$ cat src/hdl/max_key_priority_queue_macros.svh
// ----------------------------------------------------------------------------
// Priority queue assertion macros
// Shared concurrent assertion forms used by the queue RTL.
// ----------------------------------------------------------------------------
`ifndef MAX_KEY_PRIORITY_QUEUE_MACROS_SVH
`define MAX_KEY_PRIORITY_QUEUE_MACROS_SVH

// Consequent must hold in the same cycle as the antecedent.
`define MKPQ_ASSERT_SAME(label, clk, rst, ante, cons) \
   label: assert property (@(posedge clk) disable iff (rst) (ante) |-> (cons)) \
      else $error("priority queue check failed");

// Consequent must hold in the cycle after the antecedent.
`define MKPQ_ASSERT_NEXT(label, clk, rst, ante, cons) \
   label: assert property (@(posedge clk) disable iff (rst) (ante) |=> (cons)) \
      else $error("priority queue check failed");

`endif

$ cat src/hdl/mkpq_pkg.sv
// ----------------------------------------------------------------------------
// Priority queue package
// Entry layout, neighbour slot and control types, codes and default sizes.
// ----------------------------------------------------------------------------
package mkpq_pkg;

   localparam int KEY_W            = 7;
   localparam int IDENT_W          = 16;
   localparam int STOP_W           = 8;
   localparam int STATUS_W         = 2;
   localparam int CAPACITY_DEFAULT = 16;

   localparam logic FUNC_INSERT  = 1'b0;
   localparam logic FUNC_EXTRACT = 1'b1;

   localparam logic [STATUS_W-1:0] STATUS_DONE  = 2'd0;
   localparam logic [STATUS_W-1:0] STATUS_FULL  = 2'd1;
   localparam logic [STATUS_W-1:0] STATUS_EMPTY = 2'd2;

   typedef struct packed {
      logic [KEY_W-1:0]   key;
      logic [IDENT_W-1:0] ident;
      logic [STOP_W-1:0]  stop;
   } entry_type;

   typedef struct packed {
      logic      valid;
      entry_type entry;
   } slot_type;

   typedef struct packed {
      logic insert;
      logic extract;
   } cell_ctrl_type;

endpackage

$ cat src/hdl/mkpq_cell.sv
// ----------------------------------------------------------------------------
// Priority queue cell
// One place of the sorted chain: holds an entry, takes the new entry, its
// upper neighbour's entry or its lower neighbour's entry.
// ----------------------------------------------------------------------------
module mkpq_cell (
   input  logic                   clock,
   input  logic                   reset,
   input  mkpq_pkg::cell_ctrl_type ctrl,
   input  mkpq_pkg::entry_type    new_entry,
   input  logic                   prev_push,
   input  mkpq_pkg::slot_type     prev_slot,
   input  mkpq_pkg::slot_type     next_slot,
   output mkpq_pkg::slot_type     slot,
   output logic                   push
);

   mkpq_pkg::slot_type slot_ff;
   mkpq_pkg::slot_type slot_in;

   // The new entry goes behind every entry whose key is at least as large.
   assign push = !slot_ff.valid || (new_entry.key > slot_ff.entry.key);

   always_comb begin
      slot_in = slot_ff;
      if (ctrl.extract) begin
         slot_in = next_slot;
      end else if (ctrl.insert && push) begin
         if (prev_push) begin
            slot_in = prev_slot;
         end else begin
            slot_in.valid = 1'b1;
            slot_in.entry = new_entry;
         end
      end
   end

   always_ff @(posedge clock) begin
      if (reset) begin
         slot_ff.valid <= 1'b0;
      end else begin
         slot_ff.valid <= slot_in.valid;
      end
      slot_ff.entry <= slot_in.entry;
   end

   assign slot = slot_ff;

endmodule

$ cat src/hdl/max_key_priority_queue.sv
// ----------------------------------------------------------------------------
// Max-key priority queue
// Bounded queue that serves the largest key first, oldest first on ties.
// ----------------------------------------------------------------------------
//
// Channel   Ports                                   Handshake
// request   req_func req_key req_ident req_stop_code start / busy
// response  rsp_status rsp_out_key rsp_out_ident    rsp_strobe, one cycle
//           rsp_out_stop rsp_occupancy
//
// For every transaction the cells update at the accepting edge, and the
// response is shown in the following cycle while busy is high.
// The row of cells is kept sorted by key, largest at the head, so an insert
// and an extract each update every cell together at the accepting edge.
// Reset is synchronous and clears the valid bits, the count and busy; no
// clearing pass is needed. The receiver cannot stall the response.
//
`include "max_key_priority_queue_macros.svh"

module max_key_priority_queue #(
   parameter int CAPACITY = mkpq_pkg::CAPACITY_DEFAULT,
   parameter int CNT_W    = $clog2(CAPACITY + 1)
) (
   input  logic                          clock,
   input  logic                          reset,
   input  logic                          start,
   output logic                          busy,
   input  logic                          req_func,
   input  logic [mkpq_pkg::KEY_W-1:0]    req_key,
   input  logic [mkpq_pkg::IDENT_W-1:0]  req_ident,
   input  logic [mkpq_pkg::STOP_W-1:0]   req_stop_code,
   output logic                          rsp_strobe,
   output logic [mkpq_pkg::STATUS_W-1:0] rsp_status,
   output logic [mkpq_pkg::KEY_W-1:0]    rsp_out_key,
   output logic [mkpq_pkg::IDENT_W-1:0]  rsp_out_ident,
   output logic [mkpq_pkg::STOP_W-1:0]   rsp_out_stop,
   output logic [CNT_W-1:0]              rsp_occupancy
);

   // Handshake and command decode.
   logic accept;
   logic is_extract;
   logic full;
   logic empty;
   logic insert_go;
   logic extract_go;

   logic busy_ff;
   logic busy_in;
   logic [CNT_W-1:0] count_ff;
   logic [CNT_W-1:0] count_in;

   logic [mkpq_pkg::STATUS_W-1:0] status_ff;
   logic [mkpq_pkg::STATUS_W-1:0] status_in;
   mkpq_pkg::entry_type           out_entry_ff;
   mkpq_pkg::entry_type           out_entry_in;
   logic [CNT_W-1:0]              occupancy_ff;

   mkpq_pkg::cell_ctrl_type ctrl;
   mkpq_pkg::entry_type     new_entry;
   mkpq_pkg::slot_type      cell_slot [CAPACITY];
   logic [CAPACITY-1:0]     cell_push;
   logic [CAPACITY-1:0]     cell_valid;

   assign accept     = start && !busy_ff;
   assign is_extract = (req_func == mkpq_pkg::FUNC_EXTRACT);
   assign full       = (count_ff == CNT_W'(CAPACITY));
   assign empty      = (count_ff == '0);
   assign insert_go  = accept && !is_extract && !full;
   assign extract_go = accept && is_extract && !empty;

   assign ctrl.insert  = insert_go;
   assign ctrl.extract = extract_go;

   assign new_entry.key   = req_key;
   assign new_entry.ident = req_ident;
   assign new_entry.stop  = req_stop_code;

   // The chain of cells. Each cell sees only its two neighbours: the one
   // above hands down its entry on an insert, the one below hands up its
   // entry on an extract. The head cell always holds the entry to serve.
   for (genvar i = 0; i < CAPACITY; i++) begin : g_cell
      logic               prev_push;
      mkpq_pkg::slot_type prev_slot;
      mkpq_pkg::slot_type next_slot;

      if (i == 0) begin : g_head
         assign prev_push = 1'b0;
         assign prev_slot = '0;
      end else begin : g_body
         assign prev_push = cell_push[i-1];
         assign prev_slot = cell_slot[i-1];
      end

      if (i == CAPACITY - 1) begin : g_tail
         assign next_slot = '0;
      end else begin : g_inner
         assign next_slot = cell_slot[i+1];
      end

      mkpq_cell u_cell (
         .clock     (clock),
         .reset     (reset),
         .ctrl      (ctrl),
         .new_entry (new_entry),
         .prev_push (prev_push),
         .prev_slot (prev_slot),
         .next_slot (next_slot),
         .slot      (cell_slot[i]),
         .push      (cell_push[i])
      );

      assign cell_valid[i] = cell_slot[i].valid;
   end

   // Occupancy count and the response for this transaction.
   always_comb begin
      count_in     = count_ff;
      status_in    = mkpq_pkg::STATUS_DONE;
      out_entry_in = '0;
      if (insert_go) begin
         count_in = count_ff + 1'b1;
      end else if (extract_go) begin
         count_in     = count_ff - 1'b1;
         out_entry_in = cell_slot[0].entry;
      end
      if (!is_extract && full) begin
         status_in = mkpq_pkg::STATUS_FULL;
      end else if (is_extract && empty) begin
         status_in = mkpq_pkg::STATUS_EMPTY;
      end
   end

   assign busy_in = accept;

   always_ff @(posedge clock) begin
      if (reset) begin
         busy_ff  <= 1'b0;
         count_ff <= '0;
      end else begin
         busy_ff  <= busy_in;
         count_ff <= count_in;
      end
      if (accept) begin
         status_ff    <= status_in;
         out_entry_ff <= out_entry_in;
         occupancy_ff <= count_in;
      end
   end

   assign busy          = busy_ff;
   assign rsp_strobe    = busy_ff;
   assign rsp_status    = status_ff;
   assign rsp_out_key   = out_entry_ff.key;
   assign rsp_out_ident = out_entry_ff.ident;
   assign rsp_out_stop  = out_entry_ff.stop;
   assign rsp_occupancy = occupancy_ff;

   // Valid cells form an unbroken run from the head, as many as the count.
   `MKPQ_ASSERT_SAME(a_valid_prefix, clock, reset, 1'b1, ((cell_valid >> 1) & ~cell_valid) == '0)
   `MKPQ_ASSERT_SAME(a_count_match, clock, reset, 1'b1, $countones(cell_valid) == count_ff)
   `MKPQ_ASSERT_NEXT(a_insert_count, clock, reset, insert_go, count_ff == $past(count_ff) + 1'b1)
   `MKPQ_ASSERT_SAME(a_empty_zero, clock, reset,
      rsp_strobe && (rsp_status == mkpq_pkg::STATUS_EMPTY), rsp_occupancy == '0)

   // Keys never rise towards the tail.
   for (genvar j = 0; j < CAPACITY - 1; j++) begin : g_order_chk
      `MKPQ_ASSERT_SAME(a_sorted, clock, reset, cell_slot[j+1].valid,
         cell_slot[j].entry.key >= cell_slot[j+1].entry.key)
   end

endmodule
$ cat config.mk
export PLATFORM = sky130hd
export DESIGN_NAME = max_key_priority_queue
export DESIGN_NICKNAME = d
export VERILOG_FILES = /design/src/hdl/mkpq_pkg.sv /design/src/hdl/mkpq_cell.sv /design/src/hdl/max_key_priority_queue.sv
export VERILOG_INCLUDE_DIRS = /design/src /design/src/hdl
export SDC_FILE = /design/constraint.sdc
export NUM_CORES = 1
export LEC_CHECK = 0
export BUFFER_PORTS_ARGS = -buffer_cell sky130_fd_sc_hd__buf_4
export CORE_AREA = 3 3 249 251
export CTS_CLUSTER_SIZE = 8
export DETAILED_ROUTE_END_ITERATION = 10
export DIE_AREA = 0 0 252 254
export PLACE_DENSITY = 0.67
export SLEW_MARGIN = 0
export SYNTH_ARGS = -nofsm -noshare
export SYNTH_HDL_FRONTEND = slang
export SYNTH_SLANG_ARGS = --single-unit
$ cat constraint.sdc
create_clock -name clock -period 15.3 [get_ports clock]
set_clock_uncertainty 0.05 [all_clocks]
set_input_delay 4.59 -clock clock [delete_from_list [all_inputs] [get_ports clock]]
set_output_delay 4.59 -clock clock [all_outputs]
set_load 0.01 [all_outputs]
==> summary.md <==
| Metric | Value |
|---|---|
| Min-Delay Path Depth | 2 |
| Resize count post-CTS | 0 |
| Average size of a mapped cell | 10.3 sq um |
| Height of the die | 254 um |
| Num CTS Buffers | 79 |
| Post-CTS setup buffers | 0 |
| Area of the multi-input gates | 0.0142 sq mm |
| Vias in the first global route | 25100 |
| Setup crit start kind | input port |
| Synthesized instance count | 3075 |
| Area contributors post-synth | edfxtp_1 (48%), mux2i_1 (8.8%), o21ai_0 (7.0%) |
| Nets | 3121 |
| Total global-route track usage | 24.6% |
| Post-route clock period utilization | 56.0% |
| RD Place Congestion | 0.809 |
| Sequential-to-total area share from yosys stat | 50.9% |
| Kind of end point of the critical path | flop |
| WL final | 79.8 mm |
| CTS Root Cell | clkbuf_16 |
| Worst slew pin tran | 1.41 ns |
| Largest area contributor in the netlist | edfxtp_1 |
| Synth Register Bits | 556 |
| Area of the core | 0.0601 sq mm |
| Pre-CTS setup slack | 6.17 ns |
| Ys flop type | edfxtp_1 |
| CP max FO | 262 |
| Max VDD drop | 0.0844 mV |
| Post-detailed-route count of antenna-violating nets | 0 |
| Initial antenna violation count | 0 |
| Worst setup margin | 6.74 ns |
| Inserted Diodes | 0 |
| Most frequent cells after synthesis | nand2_1 (533), edfxtp_1 (503), o21ai_0 (445) |
| Max transition margin | 5.41% |
| Setup Total Neg Slack | 0 ns |
| Syn nets | 3224 |
| FF+latch area | 0.0162 sq mm |
| First-pass GRT wire length | 130 mm |
| Worst Hold Class | reg2reg |
| Fraction of registers with async set or reset after synthesis | 0% |
| WP data required | 15.62 ns |
| R2R depth | 8 |
| Min Clock Period, post-route | 8.56 ns |
| First-iteration detailed-routing DRC count | 1801 |
| CTS clock-pin slew for the worst setup and hold paths | 0.05 ns |
| Row Count | 90 |
| CTS tree | yes |
| Library cells used by synthesis | 52 |
| Grt total ovfl | 0 |
| MaxCap Viol Count | 0 |
| Final Hold Vio Count | 0 |
| Status | finished, final reports clean |
| Layout cells sized above 1 | 13.0% |
| Synth Warn # | 0 |
| Unrepaired setup endpoints after global routing | false |
| Fin. max-slew vios | 0 |
| Input/output buffers | 74 |
| Pin count of the biggest net entering global routing | 309 |
| Power Density | 148 mW/mm^2 |
| # fillers | 5028 |
| Top-count cell post-synth | nand2_1 |
| Ports | 75 |
| Final setup violation count | 0 |
| Worst Path Arrival | 8.88 ns |
| Drt drc | 0 |
| # hold bufs at CTS | 0 |
| Lkg Pwr | 0.0119 uW |
| CTS sink count | 556 |
| Mapped Area | 0.0318 sq mm |
| Fmax achieved | 117 MHz |
| Pwr Total | 5150 uW |
| Layout area overhead | 9.84% |
| Routed WL per cell | 21.0 um |
| Worst-skew pair later-pin latency | 0.62 ns |
| Die Width | 252 um |
| Via count | 24400 |
| Max Buffers Root-to-Sink | 3 |
| DRT Pass-1 Iters | 6 |
| CTS HTree Levels | 3 |
| Post-synth EDFFs | 503 |
| Yosys top cell area share | 47.5% |
| DP HPWL | 52.0 mm |
| Initial Util | 52.8% |
| Worst Path Class, Setup | in2reg |
| Die Footprint | 0.0640 sq mm |
| Vias per cell | 6.44 |
[area by class of cell]
class | instances | area share, %
multi-input combinational | 2112 | 40.6
tap | 782 | 2.80
sequential | 556 | 46.3
clock buffer | 114 | 6.10
inverter | 103 | 1.11
timing repair buffer | 120 | 2.71
clock inverter | 7 | 0.323
[critical path, stage by stage]
cell      delay [ns]
buf_4           0.08
nand2b_1        0.14
inv_2           0.73
and3_4          0.36
buf_12          0.65
buf_4           0.97
buf_4           0.69
o21ai_0         0.22
o221a_2         0.16
[cell families (layout without fill, tap and decap cells)]
logic type / Yosys count / after routing / share of synthesized area [%]
AOI/OAI and AO/OA: 973 / 973 / 20.6
DFF: 556 / 556 / 50.9
buffers and inverters: 407 / 344 / 5.32
muxes: 280 / 280 / 8.82
and+or+nand+nor: 741 / 741 / 9.77
adders and majority gates: 114 / 114 / 4.49
xor gates and xnor gates: 4 / 4 / 0.110
[final timing paths]
path         slack (ns)                        from                    endpoint
min                0.48  g_cell[15].u_cell.slot[23]  g_cell[15].u_cell.slot[23]
max reg2reg       10.38                        busy    g_cell[4].u_cell.slot[2]
min reg2reg        0.48  g_cell[15].u_cell.slot[23]  g_cell[15].u_cell.slot[23]
max                6.74                       start    g_cell[4].u_cell.slot[2]
[sequential cells by signal, indices dropped and copies added (netlist names)]
name,cells
g_cell.u_cell.slot,512
rsp_out_ident,16
rsp_out_stop,8
busy,1
count_ff,5
rsp_out_key,7
rsp_status,2
rsp_occupancy,5
[where the power goes]
group,leakage [uW],total [uW],internal [uW],switching (uW)
Combinational,0.00565,1280,542,735
Clock,0.00108,1640,975,666
Sequential,0.00518,2230,2050,180
[layout by cell type (no fill, tap or decap), drive strengths merged, types with 8 or more instances in the layout]
cell type / count
a211oi: 11
a21oi: 87
a221oi: 32
a31o: 13
and2: 35
and3: 8
buf: 120
clkbuf: 114
dfxtp: 53
edfxtp: 503
ha: 114
inv: 108
mux2i: 280
nand2: 533
nand3: 15
nand3b: 10
nand4: 15
nor2: 89
nor2b: 14
o21a: 10
o21ai: 449
o221a: 155
o221ai: 62
o22ai: 127
[metrics by stage]
stage	hold slack [ns]	cells	utilization [%]	cell area (sq um)
2_1_floorplan	0.429	3075	-	31800
3_3_place_gp	0.463	3672	54.2	32600
3_5_place_dp	0.473	3672	54.2	32600
4_1_cts	0.481	3793	58.0	34900
5_1_grt	0.496	3794	58.0	34900
6_report	0.479	3794	58.0	34900
[routing by layer]
layer  up-vias  GRT usage [%]  part of all wire, %  wire, um
met1     12100           32.4                   43     34500
met2       773           42.3                   49     39200
met4         0           7.75                  2.3      1810
met3       156           3.49                  5.3      4230
li1      11400              -                    -         -
met5         -              0                    0         0
Note: power is estimated with default switching activity, not from simulation.
